==> src/rtl/fractal_value_noise_sampler_assert.svh <==
// Assertion macros used by the file that checks its own logic.
`ifndef FRACTAL_VALUE_NOISE_SAMPLER_ASSERT_SVH
`define FRACTAL_VALUE_NOISE_SAMPLER_ASSERT_SVH

// Condition in this cycle implies consequence in the same cycle.
`define FVNS_ASSERT_SAME(label, clk, rst, cond, cons, msg) \
   label: assert property (@(posedge clk) disable iff (rst) (cond) |-> (cons)) \
      else $error(msg);

// Condition in this cycle implies consequence in the next cycle.
`define FVNS_ASSERT_NEXT(label, clk, rst, cond, cons, msg) \
   label: assert property (@(posedge clk) disable iff (rst) (cond) |=> (cons)) \
      else $error(msg);

`endif

==> src/rtl/fvns_pkg.sv <==
package fvns_pkg;

   localparam int GRID_LOG2 = 7;
   localparam int CW        = GRID_LOG2;
   localparam int ADDR_W    = 2 * CW;
   localparam int MAX_OCT   = 8;
   localparam int KW        = 3;
   localparam int FW        = 8;
   localparam int WW        = 2 * FW;
   localparam int SAMPLE_W  = 16;
   localparam int NUM_W     = 32;
   localparam int AMP_W     = 32;
   localparam int SUM_W     = 51;
   localparam int TOT_W     = 35;
   localparam int DVD_W     = SUM_W;
   localparam int DVS_W     = TOT_W;

   localparam logic [AMP_W-1:0] AMP_ONE = AMP_W'(65536);
   localparam logic [AMP_W-1:0] AMP_MAX = '1;

   localparam logic [3:0]  OCT_RESET  = 4'd4;
   localparam logic [15:0] BIAS_RESET = 16'd8192;

   localparam logic CSR_OCTAVE_COUNT = 1'b0;
   localparam logic CSR_BIAS         = 1'b1;

   localparam logic OP_WRITE = 1'b0;
   localparam logic OP_QUERY = 1'b1;

   typedef struct packed {
      logic       write;
      logic       load;
      logic       setup;
      logic       rd_en;
      logic [1:0] rd_corner;
      logic       acc_en;
      logic [1:0] acc_corner;
      logic       accum;
      logic       amp_start;
      logic       amp_update;
      logic       fin_start;
      logic       out_load;
   } cmd_type;

   typedef struct packed {
      logic div_done;
      logic last_octave;
      logic out_free;
   } status_type;

endpackage

==> src/rtl/fvns_ctrl.sv <==
module fvns_ctrl
   import fvns_pkg::*;
(
   input  logic       clock,
   input  logic       reset,
   input  logic       req_valid,
   input  logic       req_op,
   output logic       req_stall,
   input  status_type status,
   output cmd_type    cmd
);

   typedef enum logic [7:0] {
      ST_IDLE     = 8'b0000_0001,
      ST_SETUP    = 8'b0000_0010,
      ST_READ     = 8'b0000_0100,
      ST_ACCUM    = 8'b0000_1000,
      ST_AMPDIV   = 8'b0001_0000,
      ST_FINSTART = 8'b0010_0000,
      ST_FINDIV   = 8'b0100_0000,
      ST_FIN      = 8'b1000_0000
   } state_type;

   state_type  state_ff, state_in;
   logic [2:0] cnt_ff, cnt_in;

   always_comb begin
      state_in = state_ff;
      cnt_in   = cnt_ff;
      cmd      = '0;
      unique case (state_ff)
         ST_IDLE: begin
            if (req_valid) begin
               if (req_op == OP_QUERY) begin
                  cmd.load = 1'b1;
                  state_in = ST_SETUP;
               end else begin
                  cmd.write = 1'b1;
               end
            end
         end
         ST_SETUP: begin
            cmd.setup = 1'b1;
            cnt_in    = 3'd0;
            state_in  = ST_READ;
         end
         ST_READ: begin
            // Each corner read is issued in the cycle before its accumulation.
            cmd.rd_en      = (cnt_ff != 3'd4);
            cmd.rd_corner  = cnt_ff[1:0];
            cmd.acc_en     = (cnt_ff != 3'd0);
            cmd.acc_corner = 2'(cnt_ff - 3'd1);
            cnt_in         = cnt_ff + 3'd1;
            if (cnt_ff == 3'd4) state_in = ST_ACCUM;
         end
         ST_ACCUM: begin
            cmd.accum = 1'b1;
            if (status.last_octave) begin
               state_in = ST_FINSTART;
            end else begin
               cmd.amp_start = 1'b1;
               state_in      = ST_AMPDIV;
            end
         end
         ST_AMPDIV: begin
            if (status.div_done) begin
               cmd.amp_update = 1'b1;
               state_in       = ST_SETUP;
            end
         end
         ST_FINSTART: begin
            cmd.fin_start = 1'b1;
            state_in      = ST_FINDIV;
         end
         ST_FINDIV: begin
            if (status.div_done) state_in = ST_FIN;
         end
         ST_FIN: begin
            if (status.out_free) begin
               cmd.out_load = 1'b1;
               state_in     = ST_IDLE;
            end
         end
         default: state_in = ST_IDLE;
      endcase
   end

   always_ff @(posedge clock) begin
      cnt_ff <= cnt_in;
      if (reset)
         state_ff <= ST_IDLE;
      else
         state_ff <= state_in;
   end

   assign req_stall = (state_ff != ST_IDLE);

endmodule

==> config.mk <==
export PLATFORM = sky130hd
export DESIGN_NAME = fvns_ctrl
export DESIGN_NICKNAME = d
export VERILOG_FILES = /design/src/rtl/fractal_value_noise_sampler_assert.svh /design/src/rtl/fvns_pkg.sv /design/src/rtl/fvns_ctrl.sv
export SDC_FILE = /design/constraint.sdc
export NUM_CORES = 1
export LEC_CHECK = 0
export BUFFER_PORTS_ARGS = -buffer_cell sky130_fd_sc_hd__buf_2
export CAP_MARGIN = 20
export CORE_MARGIN = 4
export CORE_UTILIZATION = 45
export CTS_BUF_LIST = sky130_fd_sc_hd__clkbuf_8
export DETAILED_ROUTE_END_ITERATION = 7
export HOLD_SLACK_MARGIN = 0.1
export PLACE_DENSITY = 0.7
export SYNTH_ARGS = -nofsm -noshare
export SYNTH_HDL_FRONTEND = slang
export SYNTH_SLANG_ARGS = --single-unit
export TNS_END_PERCENT = 5
==> constraint.sdc <==
create_clock -name clock -period 1.8 [get_ports clock]
set_input_delay 0.09 -clock clock [delete_from_list [all_inputs] [get_ports clock]]
set_output_delay 0.09 -clock clock [all_outputs]
set_load 0.05 [all_outputs]
Word level (Yosys, flattened, before mapping) --
Cells that the tools add are included.
Word-level totals: word-level logic and storage cells 46, flip-flop bits (word level) 11, bits of input ports 7
Operators by class: eq/ne operators 17, muxes and demuxes 22, reduce and logical (&&, ||, !) cells 3, add/subtract/negate cells 2
Operator list (number):
- case mux 8 bit (8 select lines) | 1
- 2-to-1 mux 8 bit | 6
- 2-to-1 mux 6 bit | 2
- != test 2 bit, second input constant | 6
- 2-to-1 mux 1 bit | 9
- equality test 8 x 1 -> 1 bit, second input constant | 1
- equality test 8 x 2 -> 1 bit, second input constant | 1
- equality test 8 x 3 -> 1 bit, second input constant | 1
- equality test 8 x 4 -> 1 bit, second input constant | 1
- equality test 8 x 5 -> 1 bit, second input constant | 1
- equality test 8 x 6 -> 1 bit, second input constant | 1
- equality test 8 x 7 -> 1 bit, second input constant | 1
- equality test 8 bit, second input constant | 1
- != test 8 x 1 -> 1 bit, second input constant | 1
- 2-to-1 mux 2 bit | 3
- case mux 3 bit (2 select lines) | 1
- AND reduction 6 bit | 1
- adder 3 x 1 -> 3 bit, second input constant | 1
- equality test 3 bit, second input constant | 1
- != test 3 bit, second input constant | 1
- nonzero test 3 bit | 1
- nonzero test 2 bit | 1
- subtractor 2 x 1 -> 2 bit, second input constant | 1

Longest topological paths before layout --
Gate-level depths: netlist of run 1.
depth after elaboration 3, depth in mapped cells 7

Least setup slack after synthesis of run 1 --
No wires, ideal clock.
kind reg2reg, start register state_ff[4], end register state_ff[4], data required time 1.733 ns, cell stages (with the launch flop) 7, period minus slack after synthesis 2.422 ns, arrival time 2.354 ns, library setup time 0.067 ns, setup slack -0.622 ns, cells stage by stage dfxtp_1 -> buf_6 -> nor4_2 -> and4b_1 -> nor2b_1 -> a21oi_1 -> nor2_1
Between the ends: cells in the longest elaborated chain, start to end 3
Ends and longest elaborated chain:
- from (decl) | RTL line fvns_ctrl.sv:24 | state_type state_ff, state_in;
- from (signal assigned) | RTL line fvns_ctrl.sv:93 | state_ff <= state_in;
- equality test 8 x 3 -> 1 bit (tied with other cells) | RTL line fvns_ctrl.sv:31 | unique case (state_ff)
- != test 2 bit (no line)
- AND reduction 6 bit (no line)
Parallel ways exist; a longest one is shown, timed or not. A chain may end at the register's enable or synchronous reset.

==> impl_metrics.csv, run 1 <==
group,metric,value,unit
power_and_ir_drop,p_total,0.000889,W
grt,grt_first_pass_wirelength,3.04,mm
cells_and_area,syn_to_final_growth,47.0,%
cts,clk_pin_slew,50,ps
floorplan,io_pins,22,
yosys,ys_warn_count,0,
floorplan,fp-row-count,14,
cts,insertion_delay,230,ps
power_and_ir_drop,ir_worst_vdd,0.716,mV
floorplan,dieArea,0.00232,mm^2
grt,grt-ovfl-total,0,
cells_and_area,drive_above_1_share,0.442,
critical_path,crit_required,1710,ps
drt,route.vias.total,758,
power_and_ir_drop,p_leak,0.470,nW
timing,holdWs,99.1,ps
critical_path,cpLargestDelayFamily,"simple AND/OR/NAND/NOR gates",
timing,layout_setup_ws,43.1,ps
timing,fmax,569,MHz
grt,first_global_vias,656,
timing,hold_viol,0,
critical_path,slowest_delay,590,ps
yosys,ys_ff_latch,11,
critical_path,cp_num_buf_inv,1,
critical_path,cp.arrival,1670,ps
yosys,ys_types,32,
grt,antenna_found_initial,0,
cts,cts_sinks,11,
placement,dpl.hpwl,1.44,mm
cts,h-tree-depth,1,
critical_path,cp-start-kind,"flip-flop",
cts,ctsHoldBuffers,0,
timing,period_needed,1760,ps
cts,cts_made_buffers,3,
grt,grt_max_degree,10,
drt,viasPerCell,5.57,
drt,dr_wl_met2,941,um
critical_path,cp-end-kind,"primary output",
yosys,synth_nets,97,
cells_and_area,fin_util,0.707,
worst_hold_path,min_path_type,"in -> reg",
cells_and_area,final_nets,130,
placement,dp_slack,40.6,ps
floorplan,die_width,48.1,um
critical_path,slowest_stage,"or4_4",
placement,port_buffers,21,
timing,finalCritPeriodShare,0.976,
timing,worst_slew_pin_slew,337,ps
drt,firstDrtPassIters,4,
placement,gp_congestion,0.887,
timing,drv_slew,0,
cts,clk_path_buf_depth,2,
timing,worst_clock_skew,2.45,ps
grt,grt_usage,0.187,
yosys,ys_seq_area_frac,0.345,
timing,slew_headroom,0.773,
floorplan,die_y,48.1,um
cells_and_area,fin_cells,136,
critical_path,path_max_fanout,4,
yosys,syn_inst,88,
floorplan,coreArea,0.00151,mm^2
drt,ant_nets,0,
critical_path,path_cells,"or4_4 > nor2_4 > and3_1 > buf_6",
outcome,outcome,"finished clean",
floorplan,initial_core_util,0.481,
drt,drc,0,
power_and_ir_drop,power_per_cell_area,835,mW/mm^2
drt,routed_wl,1.90,mm
cts,tritoncts,"yes",
yosys,synth_area,724,um^2
critical_path,criticalPathCategory,"reg -> out",
drt,highest_layer,"met4",
drt,wl_met3,128,um
job,drv_cap,0,
timing,setup_violations,0,
drt,wl_per_cell,14.0,um
drt,drt_iter0_markers,21,
yosys,avgSynthCellArea,8.23,um^2
cts,clockRootBuffer,"clkbuf_8",
drt,wl_met1,827,um
cells_and_area,antennaDiodeCount,0,
placement,dp.cells,131,
==> registers in the layout, indices dropped and copies added (netlist names) <==
signal    count
cnt_ff        3
state_ff      8
==> cells by family after synthesis <==
logic type	synth area share
xor gates and xnor gates	0.0242
AOI/OAI and AO/OA	0.135
buffers and inverters	0.0570
adders and majority gates	0.0345
DFF	0.345
and+or+nand+nor	0.404
==> synthesized netlist by cell type <==
library cell,count,area share
xnor2_1,2,0.024
nand4b_1,1,0.012
a21oi_1,6,0.041
and4b_1,2,0.028
or2_4,1,0.012
dfxtp_1,8,0.22
inv_1,4,0.021
o41ai_1,1,0.012
edfxtp_1,3,0.12
nor3b_1,1,0.010
nor2_1,24,0.12
ha_1,2,0.035
and3_1,3,0.026
a311o_1,1,0.014
or4_1,1,0.010
nand4_1,1,0.0086
nand2_1,5,0.026
nand3_1,2,0.014
o21ai_0,1,0.0069
and4_2,1,0.014
or4b_1,2,0.028
a311oi_2,1,0.021
nor4_2,1,0.017
clkbuf_1,1,0.0052
and2_1,1,0.0086
or4b_4,1,0.019
buf_6,2,0.031
o21ai_1,1,0.0069
a31oi_1,2,0.017
nor2b_1,4,0.035
and4_1,1,0.012
a221o_2,1,0.016
==> layout by cell type, fill, tap and decap left out, types with 2 or more instances in the layout <==
master / n
clkbuf_8: 3
nor2_1: 22
a31oi_1: 2
ha_1: 2
buf_2: 8
nand2_1: 5
buf_6: 5
a21oi_1: 4
inv_1: 5
clkbuf_4: 4
xnor2_1: 2
and3_1: 2
dfxtp_2: 2
nor2b_1: 3
buf_4: 13
nor2_4: 2
edfxtp_1: 3
nand3_1: 2
a21oi_2: 2
dfxtp_1: 5
or4b_1: 2
==> final cells by class <==
cell class	count	area, um^2
tap	16	20.0
clock buffer	3	41.3
multi-input combinational	70	489
timing repair buffer	31	239
fill	121	442
inverter	4	15.0
sequential	11	256
clock inverter	1	3.75
==> through the flow <==
step                      TNS (ps)  instance area (um^2)
final                            0                  1060
after CTS                    -20.2                   992
after floorplan              -1020                   744
after global placement           0                   911
after global routing         -9.90                  1060
after detailed placement         0                   911
==> worst register-to-register path: stages, from the launching register on <==
cell      delay [ps]
dfxtp_4          370
or4b_4           540
a311oi_2         310
nor2_1            70
a311o_1          340
==> worst paths after layout <==
kind	slack (ps)	startpoint	depth (start not counted)	endpoint
worst max-delay path	40	state_ff[3]$_SDFFE_PP0P_	4	cmd[1]
worst min-delay path	100	reset	2	state_ff[4]$_SDFFE_PP0P_
worst max register to register	60	state_ff[4]$_SDFFE_PP0P_	4	state_ff[0]$_SDFFE_PP1P_
worst min register to register	530	state_ff[7]$_SDFFE_PP0P_	2	state_ff[7]$_SDFFE_PP0P_
==> what timing repair did <==
action / CTS / global route
pin swaps: 0 / 4
setup buffers: 0 / 1
setup endpoints to repair: 14 / 20
gates resized for setup: 12 / 24
==> power by group <==
group / leakage (nW) / switching, W / internal, W
clock: 0.0269 / 0.0000922 / 0.000150
combinational: 0.350 / 0.000220 / 0.000142
sequential: 0.0931 / 0.0000128 / 0.000273
==> routing by layer <==
| metal | GRT usage | vias to the layer above |
|---|---|---|
| met5 | 0 | - |
| met4 | 0.0376 | 0 |
| met3 | 0.0406 | 2 |
| met2 | 0.303 | 25 |
| met1 | 0.255 | 350 |
| li1 | - | 381 |
Note: power is estimated with default switching activity, not from simulation.
==> run 2: changes to the inputs <==
--- a/config.mk
+++ b/config.mk
@@ -5,6 +5,7 @@
 export SDC_FILE = /design/constraint.sdc
 export NUM_CORES = 1
 export LEC_CHECK = 0
+export ABC_AREA = 1
 export BUFFER_PORTS_ARGS = -buffer_cell sky130_fd_sc_hd__buf_2
 export CAP_MARGIN = 20
 export CORE_MARGIN = 4
@@ -12,7 +13,7 @@
 export CTS_BUF_LIST = sky130_fd_sc_hd__clkbuf_8
 export DETAILED_ROUTE_END_ITERATION = 7
 export HOLD_SLACK_MARGIN = 0.1
-export PLACE_DENSITY = 0.7
+export PLACE_DENSITY = 0.69
 export SYNTH_ARGS = -nofsm -noshare
 export SYNTH_HDL_FRONTEND = slang
 export SYNTH_SLANG_ARGS = --single-unit
==> run 2 against run 1 <==
  * Final cell count rose by 24%
  * Area after synthesis is 13% higher
  * Sequential power rose by 22%
  * Setup slack better by 91 ps
  * Die area grew 11%
  * Wire length fell by 6.2%
  * Combinational power grew 130%
  * Final area fell by 3.5%
  * Sequential share of layout area grew 0.27 points
  * Largest cell class unchanged
==> impl_metrics.csv, run 2 <==
group,metric,value,unit
placement,port_buffers,21,
yosys,yosysMostFrequentCell,"inv_1",
timing,period_needed,1670,ps
yosys,synth_commonest_cells,"inv_1 (20), nand2_1 (18), nor2_1 (17)",
yosys,synthMuxAreaShare,0,
placement,gp_congestion,0.857,
critical_path,cp-end-kind,"primary output",
critical_path,cp-start-kind,"flip-flop",
yosys,netlist.top_cell.by_area,"dfxtp_1",
cells_and_area,syn_to_final_growth,25.3,%
timing,hold_viol,0,
power_and_ir_drop,p_switching,0.000727,W
cts,h-tree-depth,1,
power_and_ir_drop,seq_power_share,0.245,
power_and_ir_drop,p_comb_frac,0.582,
yosys,async_flop_share,0,
timing,rsz0062_at_grt,"no",
floorplan,die_y,50.7,um
cells_and_area,antennaDiodeCount,0,
timing,drv_slew,0,
timing,finalCritPeriodShare,0.925,
placement,dp_slack,405,ps
cells_and_area,reg_top3,"state_ff x8, cnt_ff x3",
yosys,synth-edff-count,3,
worst_hold_path,min_path_type,"in -> reg",
critical_path,slowest_stage,"dfxtp_1",
yosys,ys_seq_area_frac,0.305,
yosys,ys_ff_latch,11,
drt,viasPerCell,4.78,
power_and_ir_drop,p_leak,0.614,nW
grt,antenna_found_initial,0,
critical_path,slowest_delay,330,ps
yosys,synth_top_area_frac,0.195,
critical_path,path_cells,"nor2_2 > nand3_2 > nor2_4 > inv_1 > a21oi_1 > buf_2",
placement,dp.cells,164,
power_and_ir_drop,sw_frac_of_total,0.509,
critical_path,path_max_fanout,8,
yosys,ys_warn_count,0,
grt,grt-ovfl-total,0,
timing,worst_slew_pin_slew,257,ps
power_and_ir_drop,p_int,0.000701,W
power_and_ir_drop,power_per_cell_area,1390,mW/mm^2
critical_path,cp-startpoint,"state_ff[6]$_SDFFE_PP0P_",
grt,first_global_vias,776,
outcome,outcome,"finished clean",
cts,clk_pin_slew,50,ps
floorplan,coreArea,0.00173,mm^2
power_and_ir_drop,ir_worst_vdd,0.727,mV
yosys,synthAdderAreaFrac,0.0305,
drt,route.vias.total,808,
drt,routed_wl,1.78,mm
cells_and_area,top_register,"state_ff",
grt,grt_first_pass_wirelength,3.07,mm
drt,drt_iter0_markers,13,
cts,cts_sinks,11,
floorplan,fp-row-count,15,
placement,dpl.hpwl,1.46,mm
floorplan,dieArea,0.00257,mm^2
cells_and_area,layout_common_cells,"inv_1 (21), buf_2 (21), nand2_1 (18)",
timing,slew_headroom,0.830,
yosys,synth_top_family_by_area,"simple AND/OR/NAND/NOR gates",
grt,grt_usage,0.156,
critical_path,reg2reg_depth,8,
drt,drc,0,
cts,clk_path_buf_depth,2,
timing,fmax,600,MHz
power_and_ir_drop,p_total,0.00143,W
timing,setup_violations,0,
drt,firstDrtPassIters,4,
yosys,synth_compound_gate_area_share,0.0198,
critical_path,criticalPathCategory,"reg -> out",
floorplan,initial_core_util,0.475,
power_and_ir_drop,p_clk_frac,0.173,
drt,wl_per_cell,10.6,um
drt,ant_nets,0,
cells_and_area,largest_reg_flops,8,
floorplan,die_width,50.7,um
critical_path,rrSetupSlack,520,ps
cells_and_area,fin_cells,169,
yosys,avgSynthCellArea,6.95,um^2
yosys,syn_inst,118,
cts,clockRootBuffer,"clkbuf_8",
yosys,synth_xor_area_frac,0.0107,
timing,tns,0,ps
yosys,synth-simple-area-share,0.493,
timing,layout_setup_ws,135,ps
critical_path,r2r-start,"cnt_ff[0]$_SDFFCE_PP0P_",
timing,worst_clock_skew,2.33,ps
critical_path,crit_path_end,"cmd[7]",
grt,grt_max_degree,9,
yosys,synth_area,820,um^2
yosys,synth_nets,127,
yosys,synth_area_leaders,"dfxtp_1 (20%), edfxtp_1 (11%), inv_1 (9.2%)",
critical_path,cp.arrival,1580,ps
cts,insertion_delay,240,ps
cells_and_area,final_nets,154,
cts,cts_made_buffers,3,
cells_and_area,drive_above_1_share,0.403,
critical_path,crit_required,1710,ps
job,drv_cap,0,
yosys,synthFlopType,"dfxtp_1",
yosys,ys_types,22,
cts,tritoncts,"yes",
floorplan,io_pins,22,
critical_path,reg2reg_to,"state_ff[6]$_SDFFE_PP0P_",
run 2: metal layers:
metal  up-vias  wire length, um  track usage
met5         -                0            0
met4         0               25       0.0673
met3         4               97       0.0267
met2        26              848        0.270
met1       369              812        0.189
li1        409                -            -
run 2: worst max-delay path: cells and delay by family, from the launching register on:
family	cells	cell delay, ps
buffers and inverters	2	420
DFF	1	330
and+or+nand+nor	3	450
AOI/OAI and AO/OA	1	140
run 2: layout make-up:
class | count | area, um^2
Inverter | 30 | 115
Sequential cell | 11 | 250
Fill cell | 161 | 699
Multi-Input combinational cell | 77 | 470
Timing Repair Buffer | 22 | 115
Tap cell | 25 | 31.3
Clock buffer | 3 | 41.3
Clock inverter | 1 | 3.75
run 2: timing repair:
item / in CTS / in global routing
hold buffers: 1 / 0
resized for setup: 0 / 0
setup buffers: 0 / 0
endpoints found under the hold margin: 2 / 0
run 2: logic make-up (layout without fill, tap and decap cells):
kind of cell | count (synthesis) | in the layout
AO/OA/AOI/OAI | 3 | 3
flip-flops | 11 | 11
AND/OR/NAND/NOR | 71 | 71
buffers and inverters | 30 | 56
XOR/XNOR | 1 | 1
adder cells (fa/ha/maj) | 2 | 2
run 2: per-stage QoR:
step	hold slack (ps)	area, um^2	util
2_1_floorplan	159	836	-
3_3_place_gp	311	972	0.563
3_5_place_dp	320	972	0.563
4_1_cts	144	1030	0.595
5_1_grt	183	1030	0.595
6_report	141	1030	0.595
run 2: worst min path at each step:
stage | startpoint | to | slack [ps] | cells after the start
finish | status[1] | state_ff[4]$_SDFFE_PP0P_ | 140 | 4
global route | status[1] | state_ff[4]$_SDFFE_PP0P_ | 180 | 4
CTS | status[1] | state_ff[4]$_SDFFE_PP0P_ | 140 | 4
detailed placement | reset | state_ff[4]$_SDFFE_PP0P_ | 320 | 2
global placement | reset | state_ff[4]$_SDFFE_PP0P_ | 310 | 2
floorplan | reset | state_ff[4]$_SDFFE_PP0P_ | 160 | 1
run 2: power by group through the flow:
stage / clock network, W / registers, W / logic, W
floorplan: 0 / 0.000348 / 0.000691
global placement: 0 / 0.000353 / 0.000807
detailed placement: 0 / 0.000355 / 0.000822
CTS: 0.000251 / 0.000350 / 0.000831
global route: 0.000263 / 0.000356 / 0.000911
finish: 0.000247 / 0.000350 / 0.000831
